`src/hw/rtl/gcr_pkg.sv`:
```
// ============================================================================
// gcr_pkg - shared types and constants of the glyph column rasterizer
// Geometry of the stores, command and write mode codes, the decoded request
// that travels from the front end to the back end, and the register set.
// ============================================================================
package gcr_pkg;

  // Store geometry
  localparam int RING_DEPTH   = 128;
  localparam int RING_W       = $clog2(RING_DEPTH);
  localparam int GLYPH_COUNT  = 256;
  localparam int GI_W         = $clog2(GLYPH_COUNT);
  localparam int BITMAP_DEPTH = 4096;
  localparam int BM_W         = $clog2(BITMAP_DEPTH);
  localparam int MAX_COLUMNS  = 25;
  localparam int SCR_W        = $clog2(MAX_COLUMNS);
  localparam int NC_W         = SCR_W + 1;
  localparam int QUEUE_DEPTH  = 4;
  localparam int QW           = $clog2(QUEUE_DEPTH);

  // Character constants
  localparam logic [7:0]  UTF8_LEAD = 8'hc3;
  localparam logic [7:0]  CH_A_UML  = 8'ha4;
  localparam logic [7:0]  CH_O_UML  = 8'hb6;
  localparam logic [7:0]  CH_U_UML  = 8'hbc;
  localparam logic [7:0]  CH_AU_UML = 8'h84;
  localparam logic [7:0]  CH_OU_UML = 8'h96;
  localparam logic [7:0]  CH_UU_UML = 8'h9c;
  localparam logic [7:0]  CH_ESZETT = 8'h9f;
  localparam logic [7:0]  CH_EIGHT  = 8'h38;
  localparam logic [7:0]  CH_LA     = 8'h61;
  localparam logic [7:0]  CH_LO     = 8'h6f;
  localparam logic [7:0]  CH_LU     = 8'h75;
  localparam logic [7:0]  CH_LS     = 8'h73;
  localparam logic [7:0]  CH_UA     = 8'h41;
  localparam logic [7:0]  CH_UO     = 8'h4f;
  localparam logic [7:0]  CH_UU     = 8'h55;
  localparam logic [7:0]  ROW_BASE  = 8'd11;
  localparam logic [7:0]  MARK_ROW  = 8'd9;
  localparam logic [15:0] BAR_HI    = 16'hfff0;
  localparam logic [15:0] BAR_LO    = 16'h000f;

  // Input command codes
  localparam logic [2:0] CMD_GLYPH  = 3'd0;
  localparam logic [2:0] CMD_BITMAP = 3'd1;
  localparam logic [2:0] CMD_CHAR   = 3'd2;
  localparam logic [2:0] CMD_RAW    = 3'd3;
  localparam logic [2:0] CMD_CURSOR = 3'd4;

  // Column write modes
  localparam logic [1:0] MODE_OVER = 2'd0;
  localparam logic [1:0] MODE_OR   = 2'd1;
  localparam logic [1:0] MODE_ANDN = 2'd2;

  // Configuration register indexes
  localparam logic [1:0] REG_RING_LEN     = 2'd0;
  localparam logic [1:0] REG_FIRST_CODE   = 2'd1;
  localparam logic [1:0] REG_LAST_CODE    = 2'd2;
  localparam logic [1:0] REG_FONT_PRESENT = 2'd3;

  typedef enum logic [2:0] {
    OP_GLYPH,
    OP_BITMAP,
    OP_DRAW,
    OP_RAW,
    OP_CURSOR
  } op_kind_t;

  typedef struct packed {
    logic [11:0]       offset;
    logic [4:0]        width;
    logic [4:0]        height;
    logic [4:0]        advance;
    logic signed [5:0] xoff;
    logic signed [5:0] yoff;
  } glyph_rec_t;

  typedef struct packed {
    op_kind_t          kind;
    logic [11:0]       index;
    glyph_rec_t        rec;
    logic [7:0]        data;
    logic [15:0]       word;
    logic [1:0]        mode;
    logic [GI_W-1:0]   gi;
    logic              marks;
    logic              bar;
  } op_t;

  typedef struct packed {
    logic [7:0] ring_len;
    logic [7:0] first_code;
    logic [7:0] last_code;
    logic       font_present;
  } cfg_t;

  // Bitmap byte address from a 12-bit glyph offset
  function automatic logic [BM_W-1:0] bm_addr(input logic [11:0] off);
    logic [31:0] t;
    t = 32'(off);
    return t[BM_W-1:0];
  endfunction

endpackage

```
`src/hw/rtl/gcr_queue.sv`:
```
// ============================================================================
// gcr_queue - operation queue
// Small FIFO of decoded operations between the front end and the back end.
// ============================================================================
module gcr_queue (
  input  logic         clk,
  input  logic         rst_n,
  input  logic         push,
  input  gcr_pkg::op_t push_op,
  output logic         full,
  input  logic         pop,
  output gcr_pkg::op_t pop_op,
  output logic         empty
);

  gcr_pkg::op_t            slot_r [gcr_pkg::QUEUE_DEPTH];
  logic [gcr_pkg::QW-1:0]  wp_r, rp_r;
  logic [gcr_pkg::QW:0]    count_r;

  assign full   = 32'(count_r) == gcr_pkg::QUEUE_DEPTH;
  assign empty  = count_r == '0;
  assign pop_op = slot_r[rp_r];

  // Store the pushed operation
  always_ff @(posedge clk) begin
    if (push) begin
      slot_r[wp_r] <= push_op;
    end
  end

  // Advance the pointers
  always_ff @(posedge clk) begin
    if (!rst_n) begin
      wp_r    <= '0;
      rp_r    <= '0;
      count_r <= '0;
    end else begin
      if (push) wp_r <= wp_r + 1'b1;
      if (pop)  rp_r <= rp_r + 1'b1;
      count_r <= count_r + (gcr_pkg::QW+1)'(push) - (gcr_pkg::QW+1)'(pop);
    end
  end

`ifndef NO_ASSERTIONS
  a_count_bound: assert property (@(posedge clk) disable iff (!rst_n)
    32'(count_r) <= gcr_pkg::QUEUE_DEPTH) else $error("queue count overflow");
  a_no_pop_empty: assert property (@(posedge clk) disable iff (!rst_n)
    pop |-> !empty) else $error("pop from empty queue");
  a_no_push_full: assert property (@(posedge clk) disable iff (!rst_n)
    push |-> (!full || pop)) else $error("push into full queue");
`endif

endmodule

```
`config.mk`:
```
export PLATFORM = sky130hd
export DESIGN_NAME = gcr_queue
export DESIGN_NICKNAME = d
export VERILOG_FILES = /design/src/hw/rtl/gcr_pkg.sv /design/src/hw/rtl/gcr_queue.sv
export SDC_FILE = /design/constraint.sdc
export NUM_CORES = 1
export LEC_CHECK = 0
export BUFFER_PORTS_ARGS = -buffer_cell sky130_fd_sc_hd__buf_2
export CORE_MARGIN = 10
export CORE_UTILIZATION = 30
export DETAILED_ROUTE_END_ITERATION = 16
export PLACE_DENSITY = 0.5
export SETUP_SLACK_MARGIN = 0.02
export SYNTH_ARGS = -nofsm -noshare
export SYNTH_HDL_FRONTEND = slang
export SYNTH_SLANG_ARGS = --single-unit
```
`constraint.sdc`:
```
create_clock -name clk -period 4.6 [get_ports clk]
set_input_delay 0.23 -clock clk [delete_from_list [all_inputs] [get_ports clk]]
set_output_delay 0.23 -clock clk [all_outputs]
set_load 0.01 [all_outputs]
```
Word-level counts from Yosys, hierarchy flattened
Memory sizes are Yosys's and may differ from the RTL's. A register that Yosys moved wholly into a read port is not among the register bits.
Cells that the tools add are included.
Operators by class
  add/subtract/negate cells: 4
  equal/unequal tests: 1
  reduce and logical (&&, ||, !) cells: 1
  muxes and demuxes: 4
Operators by type and width (count)
  $add 2x1->2 const B: 2
  $mux 2: 2
  $add 3x1->3: 1
  $eq 3x3->1 const B: 1
  $logic_not 3->1: 1
  $sub 3x1->3: 1
  $mux 1: 2
Word-level totals
  bits in registers: 7
  memory bits (writable): 360
  word-level logic and storage cells: 14
  output and inout port bits: 92
  input port bits: 94
  memories kept: 1
Memory list
  slot_r: words 4, width 90, read ports 1, clocked after Yosys merged registers in 1, wr ports 1, RTL line gcr_queue.sv:16  | gcr_pkg::op_t slot_r [gcr_pkg::QUEUE_DEPTH];

Longest topological paths before layout
Gate-level depths: netlist of the first run.
  depth in word-level cells: 3
  gate-level depth with buffers: 7
  mapped depth without buffers: 7

Worst setup path before layout of the first run
No wires, ideal clock.
  path kind: flip-flop to flip-flop
  start point: register wp_r[0] (netlist bit)
  end point: memory slot_r[0][0] (netlist bit) (enable)
  stages on the path, launching flop included: 4
  arrival: 2.630 ns
  required time: 4.142 ns
  clock period less this slack: 3.088 ns
  setup time: 0.458 ns
  setup slack: 1.512 ns
  buffers on the path: 0
  path through: dfxtp_1 -> inv_1 -> ha_1 -> and2_1
RTL lines
  start: declaration: RTL line gcr_queue.sv:17  | logic [gcr_pkg::QW-1:0] wp_r, rp_r;
  start signal: assignment: RTL line gcr_queue.sv:38  | if (push) wp_r <= wp_r + 1'b1;
  end: declaration: RTL line gcr_queue.sv:16
No word-level cell before the write port.

==> results of run 1 <==
kinds of logic after synthesis:
| family | count (synthesis) | synth area share |
|---|---|---|
| AND/OR/NAND/NOR | 14 | 0.00555 |
| multiplexers | 91 | 0.151 |
| XOR/XNOR | 3 | 0.00305 |
| adder cells (fa/ha/maj) | 7 | 0.00703 |
| buffers and inverters | 27 | 0.0197 |
| flip-flops | 369 | 0.813 |
| AO/OA/AOI/OAI | 2 | 0.00111 |
power by group through the flow:
stage	clock network [W]	registers (W)	logic (W)
2_1_floorplan	0	0.00397	0.000451
6_report	0.00306	0.00394	0.000749
4_1_cts	0.00316	0.00394	0.000778
3_5_place_dp	0	0.00401	0.000711
5_1_grt	0.00330	0.00395	0.000820
3_3_place_gp	0	0.00401	0.000710
layout by cell type, fill, tap and decap left out:
cell type,count
dfxtp_1,7
dfxtp_4,2
fa_1,1
clkinv_1,8
and3_1,1
and2_1,2
bufinv_16,3
edfxtp_1,360
mux4_2,90
clkinvlp_4,2
buf_4,8
nor3_1,1
clkbuf_16,41
nand3b_1,1
clkbuf_1,13
xnor2_1,2
inv_1,7
buf_2,185
nor2_1,5
a21bo_2,1
clkinv_2,3
and2_4,4
xor3_1,1
dlygate4sd3_1,92
mux2i_1,1
a21oi_1,1
buf_12,3
inv_6,2
ha_1,6
metal layers:
layer,vias up,routed length [µm]
met4,2,765
met2,177,14000
li1,2825,-
met3,55,1790
met1,3309,12100
met5,-,7
critical path, stage by stage (launching register included):
cell     delay, ns
dfxtp_4       0.87
buf_4         0.43
mux4_2        0.55
buf_2         0.16
metrics by stage:
stage          hold slack, ns  utilization
6_report               0.0763        0.388
5_1_grt                0.0835        0.388
4_1_cts                0.0333        0.388
3_5_place_dp            0.448        0.340
3_3_place_gp            0.446        0.340
2_1_floorplan           0.329            -
area by class of cell:
| type | count | area, µm² | share of cell area |
|---|---|---|---|
| flip-flops and latches | 369 | 11000 | 0.638 |
| inverters | 7 | 26.3 | 0.00152 |
| well taps | 592 | 741 | 0.0429 |
| clock buffers | 54 | 1070 | 0.0623 |
| clock inverters | 18 | 168 | 0.00972 |
| multi-input cells | 117 | 2270 | 0.132 |
| repair buffers | 288 | 1970 | 0.114 |
path summary, 6_finish.rpt:
path,startpoint,cells past startpoint,to
worst min-delay path,push,3,wp_r[0]
worst max register to register,wp_r[0],4,slot_r[2][7]
worst max-delay path,flip-flop,3,pop_op[57]
worst min register to register,rp_r[1],2,flip-flop
sequential cells by signal (all words and copies together), names as in the netlist, named ones only:
name     cells
count_r      3
rp_r         2
slot_r     360
wp_r         2
==> impl_metrics.csv, run 1 <==
group,metric,value,unit
logic_synthesis,synth_cell_types,20,
job,max-cap-violations,0,
power,pwr-share-seq,0.508,
floorplanning,coreArea,44400,µm²
clocking,cts_buffers,40,
layout,fin_area,17200,µm²
clocking,hold_buffers,92,
timing,tns,0,ns
place,place_hpwl,17100,µm
routing,dr.pass1.iters,6,
critical_path,crit_fanout,36,
global_routing,use_met2,0.173,
logic_synthesis,synthCells,513,
routing,vias,6368,
clocking,clock_sinks,369,
global_routing,grt_pass1_vias,7125,
clocking,postCtsSetupBuffers,0,
critical_path,critPathKind,"flip-flop to output port",
layout,syn2layout_area_growth,27.6,%
power,power.total,0.00775,W
clocking,cts-root-buf,"clkbuf_16",
clocking,clock_latency,0.55,ns
power,power.internal,0.00605,W
floorplanning,start_util,0.304,
power,clockPowerShare,0.395,
logic_synthesis,syn_area,13500,µm²
clocking,cts_resized,0,
logic_synthesis,postSynth.asyncResetShare,0,
floorplanning,ioPinCount,186,
clocking,cts.htree.levels,2,
global_routing,grt_max_degree,55,
power,switching_share,0.219,
timing,rsz0062_at_grt,"false",
logic_synthesis,synth-edff-count,360,
logic_synthesis,synth_commonest_cells,"edfxtp_1, mux4_2, buf_12, buf_2, dfxtp_1",
logic_synthesis,synth_ff_type,"edfxtp_1",
routing,viasPerCell,4.41,
logic_synthesis,ys_seq_area_frac,0.813,
clocking,clk_pin_slew,0.06,ns
place,place_inst,1281,
routing,post_drt_wl_per_cell,19.8,µm
critical_path,cp_data_arrival_time,2.61,ns
timing,fin_ws,1.76,ns
global_routing,grtUsageMet3,0.0291,
logic_synthesis,synth-seq-cells,369,
place,io_buffer_count,185,
place,gp_congestion,0.651,
layout,finalNonFillerCells,1445,
power,p_leak,5.80,nW
layout,antennaDiodeCount,0,
logic_synthesis,yosys.area.top_type,"edfxtp_1",
timing,hold_viol,0,
global_routing,use_met1,0.134,
floorplanning,die_w,232,µm
worst_hold_path,hold_path.class,"input pin to flip-flop",
global_routing,busiest_layer,"met2",
routing,totalWireLength,28700,µm
place,pre_cts_slack,2.21,ns
critical_path,critPathRequiredTime,4.37,ns
power,power_density,449,nW/µm²
place,place_area,15100,µm²
layout,final_nets,924,
power,comb_power_share,0.097,
power,p_switching,0.00170,W
timing,setup_viol,0,
logic_synthesis,synth_area_leaders,"edfxtp_1, mux4_2, buf_12",
timing,timing.final.crit_share,0.618,
routing,drtIter0Drc,424,
routing,antenna_left,0,
global_routing,overflow,0,
layout,drive_gt1_frac,0.403,
timing,tightest_slew,0.938,ns
logic_synthesis,syn_nets,614,
logic_synthesis,synth_top_area_share,0.800,
timing,slew_headroom,0.374,
global_routing,antenna_found_initial,1,
critical_path,endpoint_kind,"output port",
floorplanning,rows,77,
timing,period_needed,2.84,ns
timing,slew_viol_final,0,
clocking,clock_path_buffers,3,
logic_synthesis,ys_warn_count,0,
floorplanning,die_h,232,µm
logic_synthesis,synth.avg_cell_area,26.4,µm²
critical_path,r2r_slack,2.43,ns
global_routing,grt_util_all_layers,0.107,
layout,nFillCells,3972,
critical_path,crit_path_start_kind,"flip-flop",
power,irDropWorstVdd,0.237,mV
global_routing,grt_first_pass_wirelength,43800,µm
logic_synthesis,yosysMostFrequentCell,"edfxtp_1",
timing,finClkSkew,0.0225,ns
timing,max_freq,0.352,GHz
run_status,status,"finished clean",
clocking,cts_tree,"done",
floorplanning,die_area,54000,µm²
routing,drc_errors,0,
No activity file was read; power rests on OpenSTA's default activity.
==> run 2: changes to the inputs <==
--- a/config.mk
+++ b/config.mk
@@ -5,11 +5,12 @@
 export SDC_FILE = /design/constraint.sdc
 export NUM_CORES = 1
 export LEC_CHECK = 0
+export ABC_AREA = 1
 export BUFFER_PORTS_ARGS = -buffer_cell sky130_fd_sc_hd__buf_2
 export CORE_MARGIN = 10
 export CORE_UTILIZATION = 30
 export DETAILED_ROUTE_END_ITERATION = 16
-export PLACE_DENSITY = 0.5
+export PLACE_DENSITY = 0.51
 export SETUP_SLACK_MARGIN = 0.02
 export SYNTH_ARGS = -nofsm -noshare
 export SYNTH_HDL_FRONTEND = slang
==> constraint.sdc (replaced) <==
create_clock -name clk -period 2.3 [get_ports clk]
set_input_delay 0.115 -clock clk [delete_from_list [all_inputs] [get_ports clk]]
set_output_delay 0.115 -clock clk [all_outputs]
set_load 0.01 [all_outputs]
==> impl_metrics.csv, run 2 <==
group,metric,value,unit
critical_path,cp_data_arrival_time,1.98,ns
place,place_inst,1926,
layout,syn2layout_area_growth,26.5,%
logic_synthesis,synth_top_area_share,0.717,
logic_synthesis,synth_cell_types,18,
layout,multi_input_area,2920,µm²
layout,drive_gt1_frac,0.259,
timing,finClkSkew,0.0101,ns
clocking,cts_tree,"done",
logic_synthesis,postSynth.asyncResetShare,0,
floorplanning,coreArea,50000,µm²
floorplanning,start_util,0.302,
timing,tightest_slew,0.537,ns
clocking,cts-root-buf,"clkbuf_16",
clocking,postCtsSetupBuffers,0,
timing,setup_viol,0,
layout,largest_reg_flops,360,
floorplanning,ioPinCount,186,
timing,fin_ws,0.200,ns
power,power.total,0.0157,W
critical_path,crit_chain,"buf_16, a21oi_1, o21ai_0, nand2_1, buf_2",
logic_synthesis,synthCells,1105,
critical_path,critPathMaxStageDelay,0.46,ns
clocking,clock_path_buffers,3,
critical_path,endpoint_kind,"output port",
timing,period_needed,2.10,ns
logic_synthesis,synth_commonest_cells,"edfxtp_1, inv_1, nand2_1",
logic_synthesis,yosys.area.top_type,"edfxtp_1",
timing,tns,0,ns
floorplanning,die_w,244,µm
logic_synthesis,syn_area,15100,µm²
logic_synthesis,ys_warn_count,0,
critical_path,critPathRequiredTime,2.18,ns
global_routing,antenna_found_initial,0,
global_routing,grt_first_pass_wirelength,51100,µm
critical_path,crit_fanout,120,
layout,antennaDiodeCount,0,
logic_synthesis,synth-edff-count,360,
global_routing,overflow,0,
routing,antenna_left,0,
layout,finalNonFillerCells,2094,
logic_synthesis,synth_area_leaders,"edfxtp_1, o211ai_2, inv_1",
layout,top_regs,"slot_r x360, count_r x3",
layout,nFillCells,4734,
timing,slew_headroom,0.642,
routing,dr.pass1.iters,4,
critical_path,critPathSlowestCell,"dfxtp_4",
routing,post_drt_wl_per_cell,15.4,µm
logic_synthesis,yosysMostFrequentCell,"edfxtp_1",
place,io_buffer_count,185,
clocking,clk_pin_slew,0.06,ns
global_routing,grt_max_degree,121,
logic_synthesis,syn_nets,1206,
timing,timing.final.crit_share,0.913,
place,pre_cts_slack,0.666,ns
floorplanning,die_area,59600,µm²
layout,largest_register,"slot_r",
logic_synthesis,synth-seq-cells,369,
clocking,clock_latency,0.55,ns
layout,final_cell_mix,"edfxtp_1, inv_1, nand2_1",
layout,seq_area,11000,µm²
clocking,clock_sinks,369,
timing,fin_hold_ws,0.317,ns
routing,drc_errors,0,
timing,hold_viol,0,
floorplanning,die_h,244,µm
logic_synthesis,ys_seq_area_frac,0.729,
timing,max_freq,0.476,GHz
critical_path,critPathKind,"flip-flop to output port",
power,irDropWorstVdd,0.552,mV
logic_synthesis,synth.avg_cell_area,13.6,µm²
timing,rsz0062_at_grt,"false",
routing,totalWireLength,32300,µm
critical_path,crit_path_start_kind,"flip-flop",
clocking,cts_buffers,41,
routing,vias,8872,
run_status,status,"finished clean",
critical_path,path_buf_inv,2,
clocking,cts.htree.levels,2,
power,p_leak,7.24,nW
global_routing,grt_util_all_layers,0.107,
routing,viasPerCell,4.24,
logic_synthesis,synth_ff_type,"edfxtp_1",
critical_path,cp_top_family,"buffers and inverters",
worst_hold_path,hold_path.class,"input pin to flip-flop",
place,place_hpwl,19200,µm
timing,slew_viol_final,0,
power,power_density,824,nW/µm²
routing,drtIter0Drc,453,
place,gp_congestion,0.687,
job,max-cap-violations,0,
layout,final_nets,1492,
floorplanning,rows,82,
layout,layout_commonest_cell,"edfxtp_1",
global_routing,grt_pass1_vias,9035,
[run 2: cell type report]
class	count	share of cell area
clock buffers	56	0.0590
clock inverters	18	0.00859
inverters	195	0.0392
multi-input cells	481	0.153
flip-flops and latches	369	0.577
well taps	672	0.0441
repair buffers	303	0.119
[run 2: cells by family after synthesis]
| family | share of synthesized area |
|---|---|
| DFF | 0.729 |
| AOI/OAI and AO/OA | 0.138 |
| buffers and inverters | 0.0785 |
| and+or+nand+nor | 0.0485 |
| adders and majority gates | 0.00631 |
[run 2: metal layers]
| layer | global-route usage | share of wire | vias to the layer above |
|---|---|---|---|
| met5 | 0 | 0 | - |
| met4 | 0.0318 | 0.021 | 0 |
| met3 | 0.0304 | 0.050 | 52 |
| met2 | 0.175 | 0.48 | 163 |
| met1 | 0.134 | 0.45 | 4233 |
| li1 | - | - | 4424 |
[run 2: per-stage QoR]
step	area [µm²]	util
after floorplan	15100	-
after global placement	16800	0.337
after detailed placement	16800	0.337
after CTS	19100	0.382
after global routing	19100	0.382
final	19100	0.382
[run 2: report_power, final]
group / switching (W) / internal, W
clock: 0.00253 / 0.00375
sequential: 0.0000882 / 0.00769
combinational: 0.00102 / 0.000642
[run 2: final timing paths]
kind | from | end | slack (ns) | depth (start not counted)
setup / recovery | flip-flop | pop_op[55] | 0.20 | 5
hold / removal | push_op[2] | slot_r[2][2] | 0.32 | 2
setup reg to reg | count_r[0] | count_r[2] | 0.66 | 7
hold reg to reg | rp_r[1] | flip-flop | 0.46 | 2
[run 2: worst register-to-register path, cell delays in order (launching register included)]
cell     delay, ns
dfxtp_1       0.35
inv_1         0.06
ha_1          0.27
inv_1         0.04
ha_1          0.19
fa_1          0.42
a21oi_1       0.15
nor2_1        0.06
[run 2: timing repair]
| action | CTS | global route |
|---|---|---|
| setup endpoints to repair | 0 | 5 |
| hold endpoints to repair | 369 | 0 |
| hold buffers | 94 | 0 |
| resized for setup | 0 | 1 |
