[src/hw/rtl/gcr_pkg.sv]
// ============================================================================
// gcr_pkg - shared types and constants of the glyph column rasterizer
// Geometry of the stores, command and write mode codes, the decoded request
// that travels from the front end to the back end, and the register set.
// ============================================================================
package gcr_pkg;

  // Store geometry
  localparam int RING_DEPTH   = 128;
  localparam int RING_W       = $clog2(RING_DEPTH);
  localparam int GLYPH_COUNT  = 256;
  localparam int GI_W         = $clog2(GLYPH_COUNT);
  localparam int BITMAP_DEPTH = 4096;
  localparam int BM_W         = $clog2(BITMAP_DEPTH);
  localparam int MAX_COLUMNS  = 25;
  localparam int SCR_W        = $clog2(MAX_COLUMNS);
  localparam int NC_W         = SCR_W + 1;
  localparam int QUEUE_DEPTH  = 4;
  localparam int QW           = $clog2(QUEUE_DEPTH);

  // Character constants
  localparam logic [7:0]  UTF8_LEAD = 8'hc3;
  localparam logic [7:0]  CH_A_UML  = 8'ha4;
  localparam logic [7:0]  CH_O_UML  = 8'hb6;
  localparam logic [7:0]  CH_U_UML  = 8'hbc;
  localparam logic [7:0]  CH_AU_UML = 8'h84;
  localparam logic [7:0]  CH_OU_UML = 8'h96;
  localparam logic [7:0]  CH_UU_UML = 8'h9c;
  localparam logic [7:0]  CH_ESZETT = 8'h9f;
  localparam logic [7:0]  CH_EIGHT  = 8'h38;
  localparam logic [7:0]  CH_LA     = 8'h61;
  localparam logic [7:0]  CH_LO     = 8'h6f;
  localparam logic [7:0]  CH_LU     = 8'h75;
  localparam logic [7:0]  CH_LS     = 8'h73;
  localparam logic [7:0]  CH_UA     = 8'h41;
  localparam logic [7:0]  CH_UO     = 8'h4f;
  localparam logic [7:0]  CH_UU     = 8'h55;
  localparam logic [7:0]  ROW_BASE  = 8'd11;
  localparam logic [7:0]  MARK_ROW  = 8'd9;
  localparam logic [15:0] BAR_HI    = 16'hfff0;
  localparam logic [15:0] BAR_LO    = 16'h000f;

  // Input command codes
  localparam logic [2:0] CMD_GLYPH  = 3'd0;
  localparam logic [2:0] CMD_BITMAP = 3'd1;
  localparam logic [2:0] CMD_CHAR   = 3'd2;
  localparam logic [2:0] CMD_RAW    = 3'd3;
  localparam logic [2:0] CMD_CURSOR = 3'd4;

  // Column write modes
  localparam logic [1:0] MODE_OVER = 2'd0;
  localparam logic [1:0] MODE_OR   = 2'd1;
  localparam logic [1:0] MODE_ANDN = 2'd2;

  // Configuration register indexes
  localparam logic [1:0] REG_RING_LEN     = 2'd0;
  localparam logic [1:0] REG_FIRST_CODE   = 2'd1;
  localparam logic [1:0] REG_LAST_CODE    = 2'd2;
  localparam logic [1:0] REG_FONT_PRESENT = 2'd3;

  typedef enum logic [2:0] {
    OP_GLYPH,
    OP_BITMAP,
    OP_DRAW,
    OP_RAW,
    OP_CURSOR
  } op_kind_t;

  typedef struct packed {
    logic [11:0]       offset;
    logic [4:0]        width;
    logic [4:0]        height;
    logic [4:0]        advance;
    logic signed [5:0] xoff;
    logic signed [5:0] yoff;
  } glyph_rec_t;

  typedef struct packed {
    op_kind_t          kind;
    logic [11:0]       index;
    glyph_rec_t        rec;
    logic [7:0]        data;
    logic [15:0]       word;
    logic [1:0]        mode;
    logic [GI_W-1:0]   gi;
    logic              marks;
    logic              bar;
  } op_t;

  typedef struct packed {
    logic [7:0] ring_len;
    logic [7:0] first_code;
    logic [7:0] last_code;
    logic       font_present;
  } cfg_t;

  // Bitmap byte address from a 12-bit glyph offset
  function automatic logic [BM_W-1:0] bm_addr(input logic [11:0] off);
    logic [31:0] t;
    t = 32'(off);
    return t[BM_W-1:0];
  endfunction

endpackage

[src/hw/rtl/gcr_if.sv]
// ============================================================================
// gcr_in_if / gcr_out_if - request and column channels
// Valid/ready channels carrying one command request or one written column.
// ============================================================================
interface gcr_in_if;
  logic              valid;
  logic              ready;
  logic [2:0]        command;
  logic [11:0]       index;
  logic [11:0]       bitmap_offset;
  logic [4:0]        glyph_width;
  logic [4:0]        glyph_height;
  logic [4:0]        x_advance;
  logic signed [5:0] x_offset;
  logic signed [5:0] y_offset;
  logic [7:0]        data_byte;
  logic [15:0]       column_word;
  logic [1:0]        write_mode;

  modport source (output valid, command, index, bitmap_offset, glyph_width, glyph_height,
                  x_advance, x_offset, y_offset, data_byte, column_word, write_mode,
                  input ready);
  modport sink (input valid, command, index, bitmap_offset, glyph_width, glyph_height,
                x_advance, x_offset, y_offset, data_byte, column_word, write_mode,
                output ready);
endinterface


[src/hw/rtl/gcr_front.sv]
// ============================================================================
// gcr_front - request decoder
// Accepts requests, folds UTF-8 umlauts, rejects out-of-font characters and
// out-of-range table loads and pushes decoded operations into the queue.
// ============================================================================
module gcr_front (
  input  logic          clk,
  input  logic          rst_n,
  gcr_in_if.sink        in_ch,
  input  gcr_pkg::cfg_t cfg,
  input  logic          full,
  output logic          push,
  output gcr_pkg::op_t  op
);

  logic       pend_r, pend_nxt;
  logic       push_v;
  logic       accept;
  logic [7:0] code;
  logic [7:0] gi8;

  assign in_ch.ready = !full;
  assign accept      = in_ch.valid && in_ch.ready;
  assign push        = accept && push_v;

  // Classify the request
  always_comb begin
    op.kind        = gcr_pkg::OP_RAW;
    op.index       = in_ch.index;
    op.rec.offset  = in_ch.bitmap_offset;
    op.rec.width   = in_ch.glyph_width;
    op.rec.height  = in_ch.glyph_height;
    op.rec.advance = in_ch.x_advance;
    op.rec.xoff    = in_ch.x_offset;
    op.rec.yoff    = in_ch.y_offset;
    op.data        = in_ch.data_byte;
    op.word        = in_ch.column_word;
    op.mode        = in_ch.write_mode;
    op.marks       = 1'b0;
    op.bar         = 1'b0;
    push_v         = 1'b0;
    pend_nxt       = pend_r;
    code           = in_ch.data_byte;
    gi8            = code - cfg.first_code;
    op.gi          = gi8[gcr_pkg::GI_W-1:0];
    case (in_ch.command)
      gcr_pkg::CMD_GLYPH: begin
        op.kind = gcr_pkg::OP_GLYPH;
        push_v  = 32'(in_ch.index) < gcr_pkg::GLYPH_COUNT;
      end
      gcr_pkg::CMD_BITMAP: begin
        op.kind = gcr_pkg::OP_BITMAP;
        push_v  = 32'(in_ch.index) < gcr_pkg::BITMAP_DEPTH;
      end
      gcr_pkg::CMD_CHAR: begin
        op.kind = gcr_pkg::OP_DRAW;
        if (cfg.font_present) begin
          if (in_ch.data_byte == gcr_pkg::UTF8_LEAD) begin
            pend_nxt = 1'b1;
          end else begin
            if (pend_r) begin
              op.marks = 1'b1;
              pend_nxt = 1'b0;
              case (in_ch.data_byte)
                gcr_pkg::CH_A_UML:  code = gcr_pkg::CH_LA;
                gcr_pkg::CH_O_UML:  code = gcr_pkg::CH_LO;
                gcr_pkg::CH_U_UML:  code = gcr_pkg::CH_LU;
                gcr_pkg::CH_AU_UML: code = gcr_pkg::CH_UA;
                gcr_pkg::CH_OU_UML: code = gcr_pkg::CH_UO;
                gcr_pkg::CH_UU_UML: code = gcr_pkg::CH_UU;
                gcr_pkg::CH_ESZETT: begin
                  code   = gcr_pkg::CH_LS;
                  op.bar = 1'b1;
                end
                default: begin
                  code     = gcr_pkg::CH_EIGHT;
                  op.marks = 1'b0;
                end
              endcase
            end
            gi8   = code - cfg.first_code;
            op.gi = gi8[gcr_pkg::GI_W-1:0];
            push_v = (code >= cfg.first_code) && (code <= cfg.last_code) &&
                     (32'(gi8) < gcr_pkg::GLYPH_COUNT);
          end
        end
      end
      gcr_pkg::CMD_RAW: begin
        op.kind = gcr_pkg::OP_RAW;
        push_v  = 1'b1;
      end
      gcr_pkg::CMD_CURSOR: begin
        op.kind = gcr_pkg::OP_CURSOR;
        push_v  = 1'b1;
      end
      default: push_v = 1'b0;
    endcase
  end

  // Hold the umlaut lead flag
  always_ff @(posedge clk) begin
    if (!rst_n) begin
      pend_r <= 1'b0;
    end else if (accept) begin
      pend_r <= pend_nxt;
    end
  end

endmodule

[src/flat_wrapper.sv]
// flat-port wrapper written by rule: the top's interface ports become plain ports
module gcr_front_flat 
  (clk, rst_n, cfg, full, push, op, in_ch_valid, in_ch_command, in_ch_index, in_ch_bitmap_offset, in_ch_glyph_width, in_ch_glyph_height, in_ch_x_advance, in_ch_x_offset, in_ch_y_offset, in_ch_data_byte, in_ch_column_word, in_ch_write_mode, in_ch_ready);
  gcr_in_if in_ch_i ();
  input  logic clk;
  input  logic rst_n;
  input  gcr_pkg::cfg_t cfg;
  input  logic full;
  output logic push;
  output gcr_pkg::op_t op;
  input wire logic [$bits(in_ch_i.valid)-1:0] in_ch_valid;
  input wire logic [$bits(in_ch_i.command)-1:0] in_ch_command;
  input wire logic [$bits(in_ch_i.index)-1:0] in_ch_index;
  input wire logic [$bits(in_ch_i.bitmap_offset)-1:0] in_ch_bitmap_offset;
  input wire logic [$bits(in_ch_i.glyph_width)-1:0] in_ch_glyph_width;
  input wire logic [$bits(in_ch_i.glyph_height)-1:0] in_ch_glyph_height;
  input wire logic [$bits(in_ch_i.x_advance)-1:0] in_ch_x_advance;
  input wire logic [$bits(in_ch_i.x_offset)-1:0] in_ch_x_offset;
  input wire logic [$bits(in_ch_i.y_offset)-1:0] in_ch_y_offset;
  input wire logic [$bits(in_ch_i.data_byte)-1:0] in_ch_data_byte;
  input wire logic [$bits(in_ch_i.column_word)-1:0] in_ch_column_word;
  input wire logic [$bits(in_ch_i.write_mode)-1:0] in_ch_write_mode;
  output wire logic [$bits(in_ch_i.ready)-1:0] in_ch_ready;
  assign in_ch_i.valid = in_ch_valid;
  assign in_ch_i.command = in_ch_command;
  assign in_ch_i.index = in_ch_index;
  assign in_ch_i.bitmap_offset = in_ch_bitmap_offset;
  assign in_ch_i.glyph_width = in_ch_glyph_width;
  assign in_ch_i.glyph_height = in_ch_glyph_height;
  assign in_ch_i.x_advance = in_ch_x_advance;
  assign in_ch_i.x_offset = in_ch_x_offset;
  assign in_ch_i.y_offset = in_ch_y_offset;
  assign in_ch_i.data_byte = in_ch_data_byte;
  assign in_ch_i.column_word = in_ch_column_word;
  assign in_ch_i.write_mode = in_ch_write_mode;
  assign in_ch_ready = in_ch_i.ready;
  gcr_front u_core (.clk(clk), .rst_n(rst_n), .in_ch(in_ch_i), .cfg(cfg), .full(full), .push(push), .op(op));
endmodule
[config.mk]
export PLATFORM = sky130hd
export DESIGN_NAME = gcr_front_flat
export DESIGN_NICKNAME = d
export VERILOG_FILES = /design/src/hw/rtl/gcr_pkg.sv /design/src/hw/rtl/gcr_if.sv /design/src/hw/rtl/gcr_front.sv /design/src/flat_wrapper.sv
export SDC_FILE = /design/constraint.sdc
export NUM_CORES = 1
export LEC_CHECK = 0
export ABC_AREA = 1
export BUFFER_PORTS_ARGS = -buffer_cell sky130_fd_sc_hd__buf_2
export CORE_AREA = 2 2 78 80
export CTS_CLUSTER_DIAMETER = 200
export DETAILED_ROUTE_END_ITERATION = 6
export DIE_AREA = 0 0 80 82
export GPL_ROUTABILITY_DRIVEN = 0
export GPL_TIMING_DRIVEN = 0
export PLACE_DENSITY = 0.78
export RECOVER_POWER = 50
export SETUP_SLACK_MARGIN = 0.2
export SYNTH_ARGS = -nofsm -noshare
export SYNTH_HDL_FRONTEND = slang
export SYNTH_SLANG_ARGS = --single-unit
export TNS_END_PERCENT = 100
[constraint.sdc]
create_clock -name clk -period 2 [get_ports clk]
set_input_delay 0 -clock clk [delete_from_list [all_inputs] [get_ports clk]]
set_output_delay 0 -clock clk [all_outputs]
set_load 0.01 [all_outputs]
# [Word-level counts from Yosys, hierarchy flattened]
# Cells that the tools add are included.
[totals] register_bits=1 input_bits=109 out_inout_bits=92 wordCells=42
[op_classes] addsub=2 magnitude_cmp=3 n_eq_ne=12 mux=16 n_reduce_logical=8
[op_table] op="$eq A8 B8 Y1 const B" n=8
[op_table] op="$pmux W7 S7" n=1
[op_table] op="$mux W8" n=4
[op_table] op="$mux W10" n=3
[op_table] op="$sub A8 B8 Y8" n=2
[op_table] op="$lt A12 B9 Y1 const B" n=1
[op_table] op="$pmux W3 S4" n=1
[op_table] op="$ge A8 B8 Y1" n=1
[op_table] op="$le A8 B8 Y1" n=1
[op_table] op="$reduce_or A7 Y1" n=1
[op_table] op="$eq A3 B2 Y1 const B" n=2
[op_table] op="$mux W1" n=5
[op_table] op="$eq A3 B1 Y1 const B" n=1
[op_table] op="$eq A3 B3 Y1 const B" n=1
[op_table] op="$logic_and A1 B1 Y1" n=3
[op_table] op="$logic_not A3 Y1" n=1
[op_table] op="$pmux W1 S3" n=1
[op_table] op="$reduce_and A3 Y1" n=1
[op_table] op="$reduce_or A3 Y1" n=1
[op_table] op="$mux W2" n=1
[op_table] op="$logic_not A1 Y1" n=1

# [Logic depth before layout (Yosys ltp)]
# Gate-level depths: netlist (run 1).
[depth] ltp_word=12 ltp_mapped=19 depth_no_buf=19

# [Least setup slack after synthesis (run 1)]
# Ideal clock, no wire load.
[synth_timing] path_type="register to output" from="reg u_core.pend_r" to="out op[8] in the netlist's numbering" t_arrival_ps=1993 t_required_ps=2000 slack_ps=7 path_stages_with_launch=11 n_path_buf=1 cell_sequence="dfxtp_1 -> clkbuf_1 -> o21a_1 -> ha_1 -> inv_1 -> fa_1 -> nand3_1 -> nand2_1 -> a21oi_1 -> nor2_1 -> o21ai_0"
[synth_lines] element="start: declaration" line_no="gcr_front.sv:16" rtl="logic pend_r, pend_nxt;"
[synth_lines] element="start signal: assignment" line_no="gcr_front.sv:105" rtl="pend_r <= pend_nxt;"
[synth_lines] element="end: declaration" line_no="flat_wrapper.sv:10" rtl="output gcr_pkg::op_t op;"

==> results of run 1 <==
metal layers:
metal | GRT usage [%] | wire length [um]
met1 | 18.2 | 2230
met2 | 29.9 | 3160
met3 | 0.989 | 539
met4 | 2.71 | 115
met5 | 0 | 0
repair_timing:
item                                    4_1_cts  5_1_grt
resized for setup                            52       34
pin swaps                                    21       29
endpoints found under the hold margin         0        0
setup buffers                                10        5
endpoints found under the setup margin        8        8
hold buffers                                  0        0
critical path: stages:
cell,delay [ps]
buf_12,110
nand2_4,60
inv_4,40
nand2_4,50
nor2_4,50
nor2_4,120
nand3_2,110
nand2_2,90
o21a_1,150
ha_2,210
inv_2,40
fa_2,370
nand3_4,100
nand2_4,80
a21oi_4,140
nand2_1,70
nand2_1,70
o21ai_2,50
buf_2,130
where the power goes:
part | total (mW) | leakage [nW] | switching (mW) | internal, mW
Combinational | 0.744 | 1.73 | 0.378 | 0.367
Clock | 0 | 0 | 0 | 0
Sequential | 0.0210 | 0.00807 | 0.000346 | 0.0206
Total | 0.765 | 1.73 | 0.378 | 0.387
cell usage after synthesis, drive strengths merged (2+ instances only):
cell and number:
buf 77, nand2 57, inv 53, ha 23, nand3 21, nor2 19
a21oi 17, o21ai 15, nand4 4, a21o 3, nor3 3, xor2 3
a31oi 2, fa 2, o21a 2, o21bai 2, or2 2, xnor2 2
through the flow:
stage / hold WS [ps] / util (%) / instances / worst slack (ps)
final: 183 / 52.9 / 533 / -62.3
after global routing: 199 / 52.9 / 533 / -193
after CTS: 183 / 50.8 / 528 / -66.6
after detailed placement: 184 / 46.5 / 518 / -390
after global placement: 184 / 46.5 / 518 / -372
after floorplan: 58.1 / - / 316 / 212
cells in the final DEF (no fill, tap or decap), drive strengths merged:
cell / instances
clkinv: 1
nor2: 19
nand3: 21
o21ai: 15
mux2i: 1
ha: 23
clkbuf: 43
a31oi: 2
a21o: 3
o21bai: 2
inv: 53
nand4: 4
nor3: 3
a21oi: 17
nand2: 57
dfxtp: 1
buf: 177
and3: 1
nand3b: 1
fa: 2
o22ai: 1
xor2: 3
or2: 2
xnor2: 2
a31o: 1
a21boi: 1
o21a: 2
logic make-up (layout without fill, tap and decap cells):
family	count (synthesis)	count (layout)	share of synthesized area (%)
muxes	1	1	0.517
buffers and inverters	132	274	40.8
DFF	1	1	1.03
xor gates and xnor gates	5	5	2.26
AOI/OAI and AO/OA	44	44	13.6
adders and majority gates	25	25	16.9
and+or+nand+nor	108	108	24.9
cell type report:
class	instances	area share, %
well taps	75	3.09
repair buffers	142	25.6
inverters	54	7.04
flip-flops and latches	1	0.659
plain buffers	78	19.4
multi-input cells	183	44.3
worst paths after layout:
| path | slack [ps] | startpoint | cells after the start | endpoint |
|---|---|---|---|---|
| max | -60 | in_ch_data_byte[2] | 19 | op[8] |
| min | 180 | in_ch_column_word[7] | 2 | op[19] |
| min reg2reg | 630 | u_core.pend_r | 2 | u_core.pend_r |
| max reg2reg | 1280 | u_core.pend_r | 2 | u_core.pend_r |
==> metrics.txt, run 1 <==
Initial Util 33.7%; cell row count 28; Via density 4.47; type of the most critical hold path in -> out; syn nets 450; P&R area growth vs syn 57.1%; routed len/inst 11.3 um; area of the multi-input gates 1350 um2; top cell type's share of synthesized area 29.9%; final antenna-violating net count 0; Max Clock Skew 0 ps; initial antenna violation count 0; biggest regs u_core.pend_r: 1 flops; Core Region 5750 um2; Routed WL 6050 um; max cap viols 0; Synth area leader buf_4; Die H 82 um; Die W 80 um; Port Buf Inserts 127; Total GRT Usage 15.2%; fin crit period 2060 ps; io pins 201; Clock Latency Late Sink 0 ps; failing checks setup timing; vias in the first global route 1,937; peak fanout along the critical path 6; distinct cell type count after synthesis 36; first-pass GRT wire length 8280 um; Nets 594; Ys Warns 0; Pwr Total 765 uW; Biggest register u_core.pend_r; DP Area 2670 um2; post-detail-place hpwl 4640 um; Cells after Synth 316; Req. time, crit path 2000 ps; Rel. slew slack 72.6%; CP Capture Type primary output; die footprint 6560 um2; crit path DAT 2060 ps; final hold viol count 0; Synth Register Bits 1; n_diodes 0; startpoint types primary input; max reg flops 1; worst vdd ir 93.6 uV; Async SR Flop Fraction 0%; filler instances 556; Slew Limit Fails 0; DRC viols 0; Avg Inst Size Synth 6.12 um2; Cell Pwr Density 252 nW/um2; status finished, violations left; WS Path Type in -> out; Sum Neg Setup Slack -131 ps; Post-synth EDFFs 0; sequential element share of the synthesized area 1.03%; total grt overflow 0; Final period util 103%; Synth Cell Area 1930 um2; RSZ-0062 raised after global routing true; Worst Tran Pin Value 409 ps; number of DRC markers in iteration 0 125; drt pass-1 iters 4; layout cells sized above 1 50.4%; top post-synthesis cells by area buf_4 (30%), ha_1 (15%), nand2_1 (11%); design area 3040 um2; final setup margin -62.3 ps; fmax 485 MHz; largest net degree at the start of global routing 11; Setup violations, final 3; LEAKAGE 1.73 nW; Register Area 20.0 um2; commonest register cell after synthesis dfxtp_1; via count 2,382
No activity file was read; power rests on OpenSTA's default activity.
==> run 2, diff against run 1 <==
==> constraint.sdc (replaced) <==
create_clock -name clk -period 2 [get_ports clk]
set_input_delay 0 -clock clk [delete_from_list [all_inputs] [get_ports clk]]
set_output_delay 0 -clock clk [all_outputs]
set_load 0.05 [all_outputs]
==> run 2 against run 1 <==
The flow still finishes with violations (setup timing). Hold slack improved by 63 ps. Cell count increased by 0.19%. Via count increased by 2.5%. Global-route usage is 0.48 points higher. Critical path depth is 2 lower. Core utilization up 2.5 points. Sequential power about the same. First-iteration DRC count down 49%. Worst setup slack got worse by 120 ps. Clock skew did not move. Routed wire length increased by 2.8%. Critical path type unchanged. Largest cell class unchanged. Largest power group unchanged.
==> metrics.txt, run 2 (synthesis gave the netlist of run 1 again) <==
WS Path Type in -> out; type of the most critical hold path in -> reg; worst vdd ir 223 uV (+140%); drt pass-1 iters 4 (unchanged); Critical-path top delay cell fa_2; Via density 4.57 (+2.3%); Routed WL 6220 um (+2.8%); fin crit period 2190 ps (+124 ps); failing checks setup timing; biggest regs u_core.pend_r: 1 flops; Die H 82 um (unchanged); die footprint 6560 um2 (unchanged); hold path start rst_n; Endpoint, Worst Hold u_core.pend_r; CTS Hold Buffers Added 0 (unchanged); Final period util 109% (+6.2 points); fin util 55.4% (+2.5 points); Biggest register u_core.pend_r; cell row count 28 (unchanged); Worst Tran Pin Value 602 ps (+193 ps); post-detail-place hpwl 4910 um (+5.8%); Initial Util 33.7% (unchanged); final non-filler cell total 534 (+0.19%); number of DRC markers in iteration 0 64 (-49%); RSZ-0062 raised after global routing true; LEAKAGE 1.75 nW (+1.1%); crit-path cells buf_4, nand3_4, nor2_4, nor2_4, nand3_2, nand2_2, o21a_1, ha_2, inv_2, fa_2, nand3_4, nand2_4, buf_6, a21oi_4, o21ai_2, nand2_2, buf_8; Rel. slew slack 60.0% (-13 points); R2R Path Start u_core.pend_r; final setup margin -186 ps (-124 ps); commonest non-fill, non-tap cells in the layout buf_4 (92), buf_2 (69), nand2_1 (44), inv_1 (43), clkbuf_1 (43); fmax 457 MHz (-5.7%); CP max stage delay 370 ps (about the same); DP Area 2740 um2 (+2.8%); clock slew at reported path FFs 0 ps; Req. time, crit path 2000 ps (about the same); Port Buf Inserts 127 (unchanged); final hold viol count 0 (unchanged); DP Worst Slack -417 ps (-26.3 ps); largest net degree at the start of global routing 11 (unchanged); startpoint types primary input; max cap viols 0 (unchanged); Core Region 5750 um2 (unchanged); layout cells sized above 1 53.6% (+3.2 points); total grt overflow 0 (unchanged); max reg flops 1 (unchanged); n_diodes 0 (unchanged); design area 3180 um2 (+4.7%); cell family with most CP delay simple AND/OR/NAND/NOR gates; commonest non-fill, non-tap cell in the layout buf_4; peak fanout along the critical path 5 (-1); R2R Path End u_core.pend_r; Placed Cells 518 (unchanged); final antenna-violating net count 0 (unchanged); CP Capture Type primary output; initial antenna violation count 0 (unchanged); R2R cell count 2 (unchanged); Max Clock Skew 0 ps (unchanged); Buf/Inv on CP 4 (unchanged); Cell Pwr Density 384 nW/um2 (+53%); via count 2,442 (+2.5%); register-to-register setup slack 1310 ps (+30 ps); first-pass GRT wire length 8470 um (+2.2%); crit path DAT 2190 ps (+130 ps); Pwr Total 1.22 mW (+60%); P&R area growth vs syn 64.6%; Die W 80 um (unchanged); vias in the first global route 2,132 (+10%); Nets 595 (+0.17%); Total GRT Usage 15.7% (+0.48 points); Slew Limit Fails 0 (unchanged); DRC viols 0 (unchanged); hold depth 3 (+1); routed len/inst 11.6 um (+2.7%); Setup violations, final 5 (+2); status finished, violations left; Clock Latency Late Sink 0 ps (unchanged); io pins 201 (unchanged)
[run 2: changes by cell type in the layout (fill, tap and decap cells not counted), moves of 2 or more]
cell / previous run / this run
buf_2: 77 / 69
nand2_2: 4 / 10
buf_6: 5 / 10
nand2_1: 49 / 44
o21ai_1: 5 / 0
buf_8: 0 / 4
o21ai_4: 1 / 4
a21oi_4: 1 / 3
inv_1: 45 / 43
nand3_2: 5 / 3
o21ai_2: 4 / 6
[run 2: final cells by class]
| class | instances | area [um2] |
|---|---|---|
| Tap cell | 75 | 93.8 |
| Inverter | 54 | 220 |
| Sequential cell | 1 | 21.3 |
| Buffer | 78 | 593 |
| Multi-Input combinational cell | 183 | 1420 |
| Timing Repair Buffer | 143 | 837 |
| Fill cell | 539 | 2560 |
[run 2: worst max-delay path by stage]
stage,cells past startpoint,slack [ps],from,end
after CTS,18,-130,in_ch_data_byte[2],op[8]
after global placement,18,-360,in_ch_data_byte[6],push
after floorplan,16,120,in_ch_data_byte[6],push
after global routing,19,-240,in_ch_data_byte[2],op[6]
final,17,-190,in_ch_data_byte[7],op[6]
after detailed placement,18,-420,in_ch_data_byte[6],push
[run 2: per-stage QoR]
step,setup TNS (ps),hold slack [ps]
CTS,-485,257
floorplan,0,138
global placement,-1990,252
global route,-1270,282
finish,-712,246
detailed placement,-2440,256
[run 2: what timing repair did]
action / CTS / global route
buffers inserted: 10 / 6
resized for setup: 64 / 39
setup endpoints to repair: 8 / 8
pin swaps: 21 / 12
[run 2: metal layers]
layer / up-vias / global-route usage, % / wire length (um) / part of all wire [%]
met2: 138 / 34.3 / 3460 / 56
met4: 0 / 3.73 / 83 / 1.3
met1: 1076 / 15.6 / 2160 / 35
met3: 9 / 1.21 / 504 / 8.1
met5: - / 0 / 0 / 0
li1: 1219 / - / - / -
[run 2: worst register-to-register path, cell delays in order, from the launching register on]
cell	delay, ps
dfxtp_2	310
inv_1	160
a21oi_1	90
[run 2: report_power, final]
group	leakage, nW	internal (mW)	total, mW	switching (mW)
Combinational	1.74	0.431	1.20	0.771
Sequential	0.00858	0.0207	0.0209	0.000258
Clock	0	0	0	0
Total	1.75	0.452	1.22	0.772
==> run 3, diff against run 2 <==
==> constraint.sdc (replaced) <==
create_clock -name clk -period 2.7 [get_ports clk]
set_input_delay 0.27 -clock clk [delete_from_list [all_inputs] [get_ports clk]]
set_output_delay 0.27 -clock clk [all_outputs]
set_load 0.05 [all_outputs]
==> run 3 against run 2 <==
The run still ends with setup timing left. Flip-flop and latch count stayed put. Largest power group unchanged. First-iteration DRC count is 33% higher. Core utilization down 0.11 points.
==> metrics.txt, run 3 (synthesis gave the netlist of run 1 again) <==
Register Area 20.0 um2 (-5.9%); peak fanout along the critical path 4 (-1); biggest regs u_core.pend_r: 1 flops; Worst Tran Pin Value 605 ps (+3.09 ps); via count 2,456 (+0.57%); io pins 201 (unchanged); R2R Path End u_core.pend_r; Die H 82 um (unchanged); Cell Pwr Density 283 nW/um2 (-26%); fin util 55.3% (-0.11 points); Fin Hold WS 549 ps (+303 ps); LEAKAGE 1.77 nW (+1.1%); Via density 4.57 (about the same); failing checks setup timing; clock power share 0% (unchanged); Biggest register u_core.pend_r; Max Clock Skew 0 ps (unchanged); largest net degree at the start of global routing 11 (unchanged); clock slew at reported path FFs 0 ps (unchanged); die footprint 6560 um2 (unchanged); Flop pwr share 1.7% (about the same); Clock Latency Late Sink 0 ps (unchanged); RSZ-0062 raised after global routing true; DP Worst Slack -435 ps (-18.3 ps); routed len/inst 12.5 um (+7.5%); final hold viol count 0 (unchanged); Final period util 102%; Initial Util 33.7% (unchanged); register-to-register setup slack 2010 ps (+700 ps); Slew Limit Fails 0 (unchanged); startpoint types primary input; cell row count 28 (unchanged); type of the most critical hold path in -> reg; Setup violations, final 1 (-4); filler instances 571 (+5.9%); Int Power 325 uW (-28%); Total GRT Usage 16.2% (+0.53 points); worst vdd ir 176 uV (-21%); vias in the first global route 2,118 (-0.66%); DP Area 2690 um2 (-1.8%); fin crit period 2760 ps; area of the multi-input gates 1400 um2 (-1.1%); commonest non-fill, non-tap cell in the layout buf_4; final antenna-violating net count 0 (unchanged); P_sw 572 uW (-26%); Comb pwr share 98.3% (about the same); hold depth 3 (unchanged); final setup margin -59.4 ps (+126 ps); n_diodes 0 (unchanged); fmax 362 MHz; Port Buf Inserts 127 (unchanged); Req. time, crit path 2430 ps (+430 ps); Rel. slew slack 59.8% (-0.21 points); max reg flops 1 (unchanged); first-pass GRT wire length 8870 um (+4.7%); drt pass-1 iters 4 (unchanged); crit path DAT 2490 ps (+300 ps); CP Capture Type primary output; Critical Path Sink op[8]; WS Path Type in -> out; P&R area growth vs syn 64.2%; Routed WL 6720 um (+8.1%); commonest non-fill, non-tap cells in the layout buf_4 (95), buf_2 (67), nand2_1 (46), clkbuf_1 (45), inv_1 (44); max cap viols 0 (unchanged); Nets 598 (+0.50%); CP startpoint in_ch_data_byte[3]; Die W 80 um (unchanged); status finished, violations left; R2R Path Start u_core.pend_r; number of DRC markers in iteration 0 85 (+33%); DRC viols 0 (unchanged); layout cells sized above 1 52.6% (-1.0 points); post-detail-place hpwl 5000 um (+1.9%); total grt overflow 0 (unchanged); Pwr Total 898 uW (-27%); design area 3180 um2 (-0.20%); CTS Hold Buffers Added 0 (unchanged); initial antenna violation count 0 (unchanged); sw frac 63.7% (+0.68 points); R2R cell count 2 (unchanged); Core Region 5750 um2 (unchanged)
==> run 3: power by group through the flow <==
stage	Combinational, mW	Sequential (mW)	Clock, mW
floorplan	0.600	0.0154	0
global placement	0.743	0.0154	0
detailed placement	0.755	0.0154	0
CTS	0.810	0.0154	0
global route	0.938	0.0155	0
finish	0.882	0.0155	0
==> run 3: worst min path at each step <==
stage | start | end
2_1_floorplan | rst_n | u_core.pend_r
3_3_place_gp | rst_n | u_core.pend_r
3_5_place_dp | rst_n | u_core.pend_r
4_1_cts | rst_n | u_core.pend_r
5_1_grt | rst_n | u_core.pend_r
6_report | rst_n | u_core.pend_r
==> run 3: per-stage QoR <==
step	TNS, ps	cells
floorplan	0	316
global placement	-1000	518
detailed placement	-1320	518
CTS	0	529
global route	-661	537
finish	-59.4	537
==> run 3: layer usage <==
layer  track usage, %  vias to the layer above  share of wire [%]  wire [um]
li1                 -                     1221                  -          -
met1             17.5                     1087                 36       2390
met2             34.8                      140                 55       3680
met3             1.21                        8                8.6        581
met4             1.86                        0                1.0         67
met5                0                        -                  0          0
==> run 3: critical path, cell delays in order <==
cell     delay [ps]
buf_12          110
nand2_2          60
inv_2            40
nand2_2          70
nor2_4           50
nor2_4          150
nand3_4         110
nand2_4          80
o21a_1          180
ha_2            230
inv_2            40
fa_2            340
nand3_2         110
nand2_4          80
a21oi_4         170
nor2_2           80
o21ai_4         140
buf_6           170
==> run 3: repair_timing <==
item / CTS / global route
buffers inserted: 11 / 8
cloned: 0 / 0
endpoints found under the setup margin: 8 / 8
pin swaps: 15 / 26
gates resized for setup: 58 / 56
==> run 3: layout make-up <==
class / instances / share of cell area, %
plain buffers: 78 / 18.4
well taps: 75 / 2.95
repair buffers: 146 / 27.0
flip-flops and latches: 1 / 0.630
inverters: 54 / 6.97
multi-input cells: 183 / 44.1
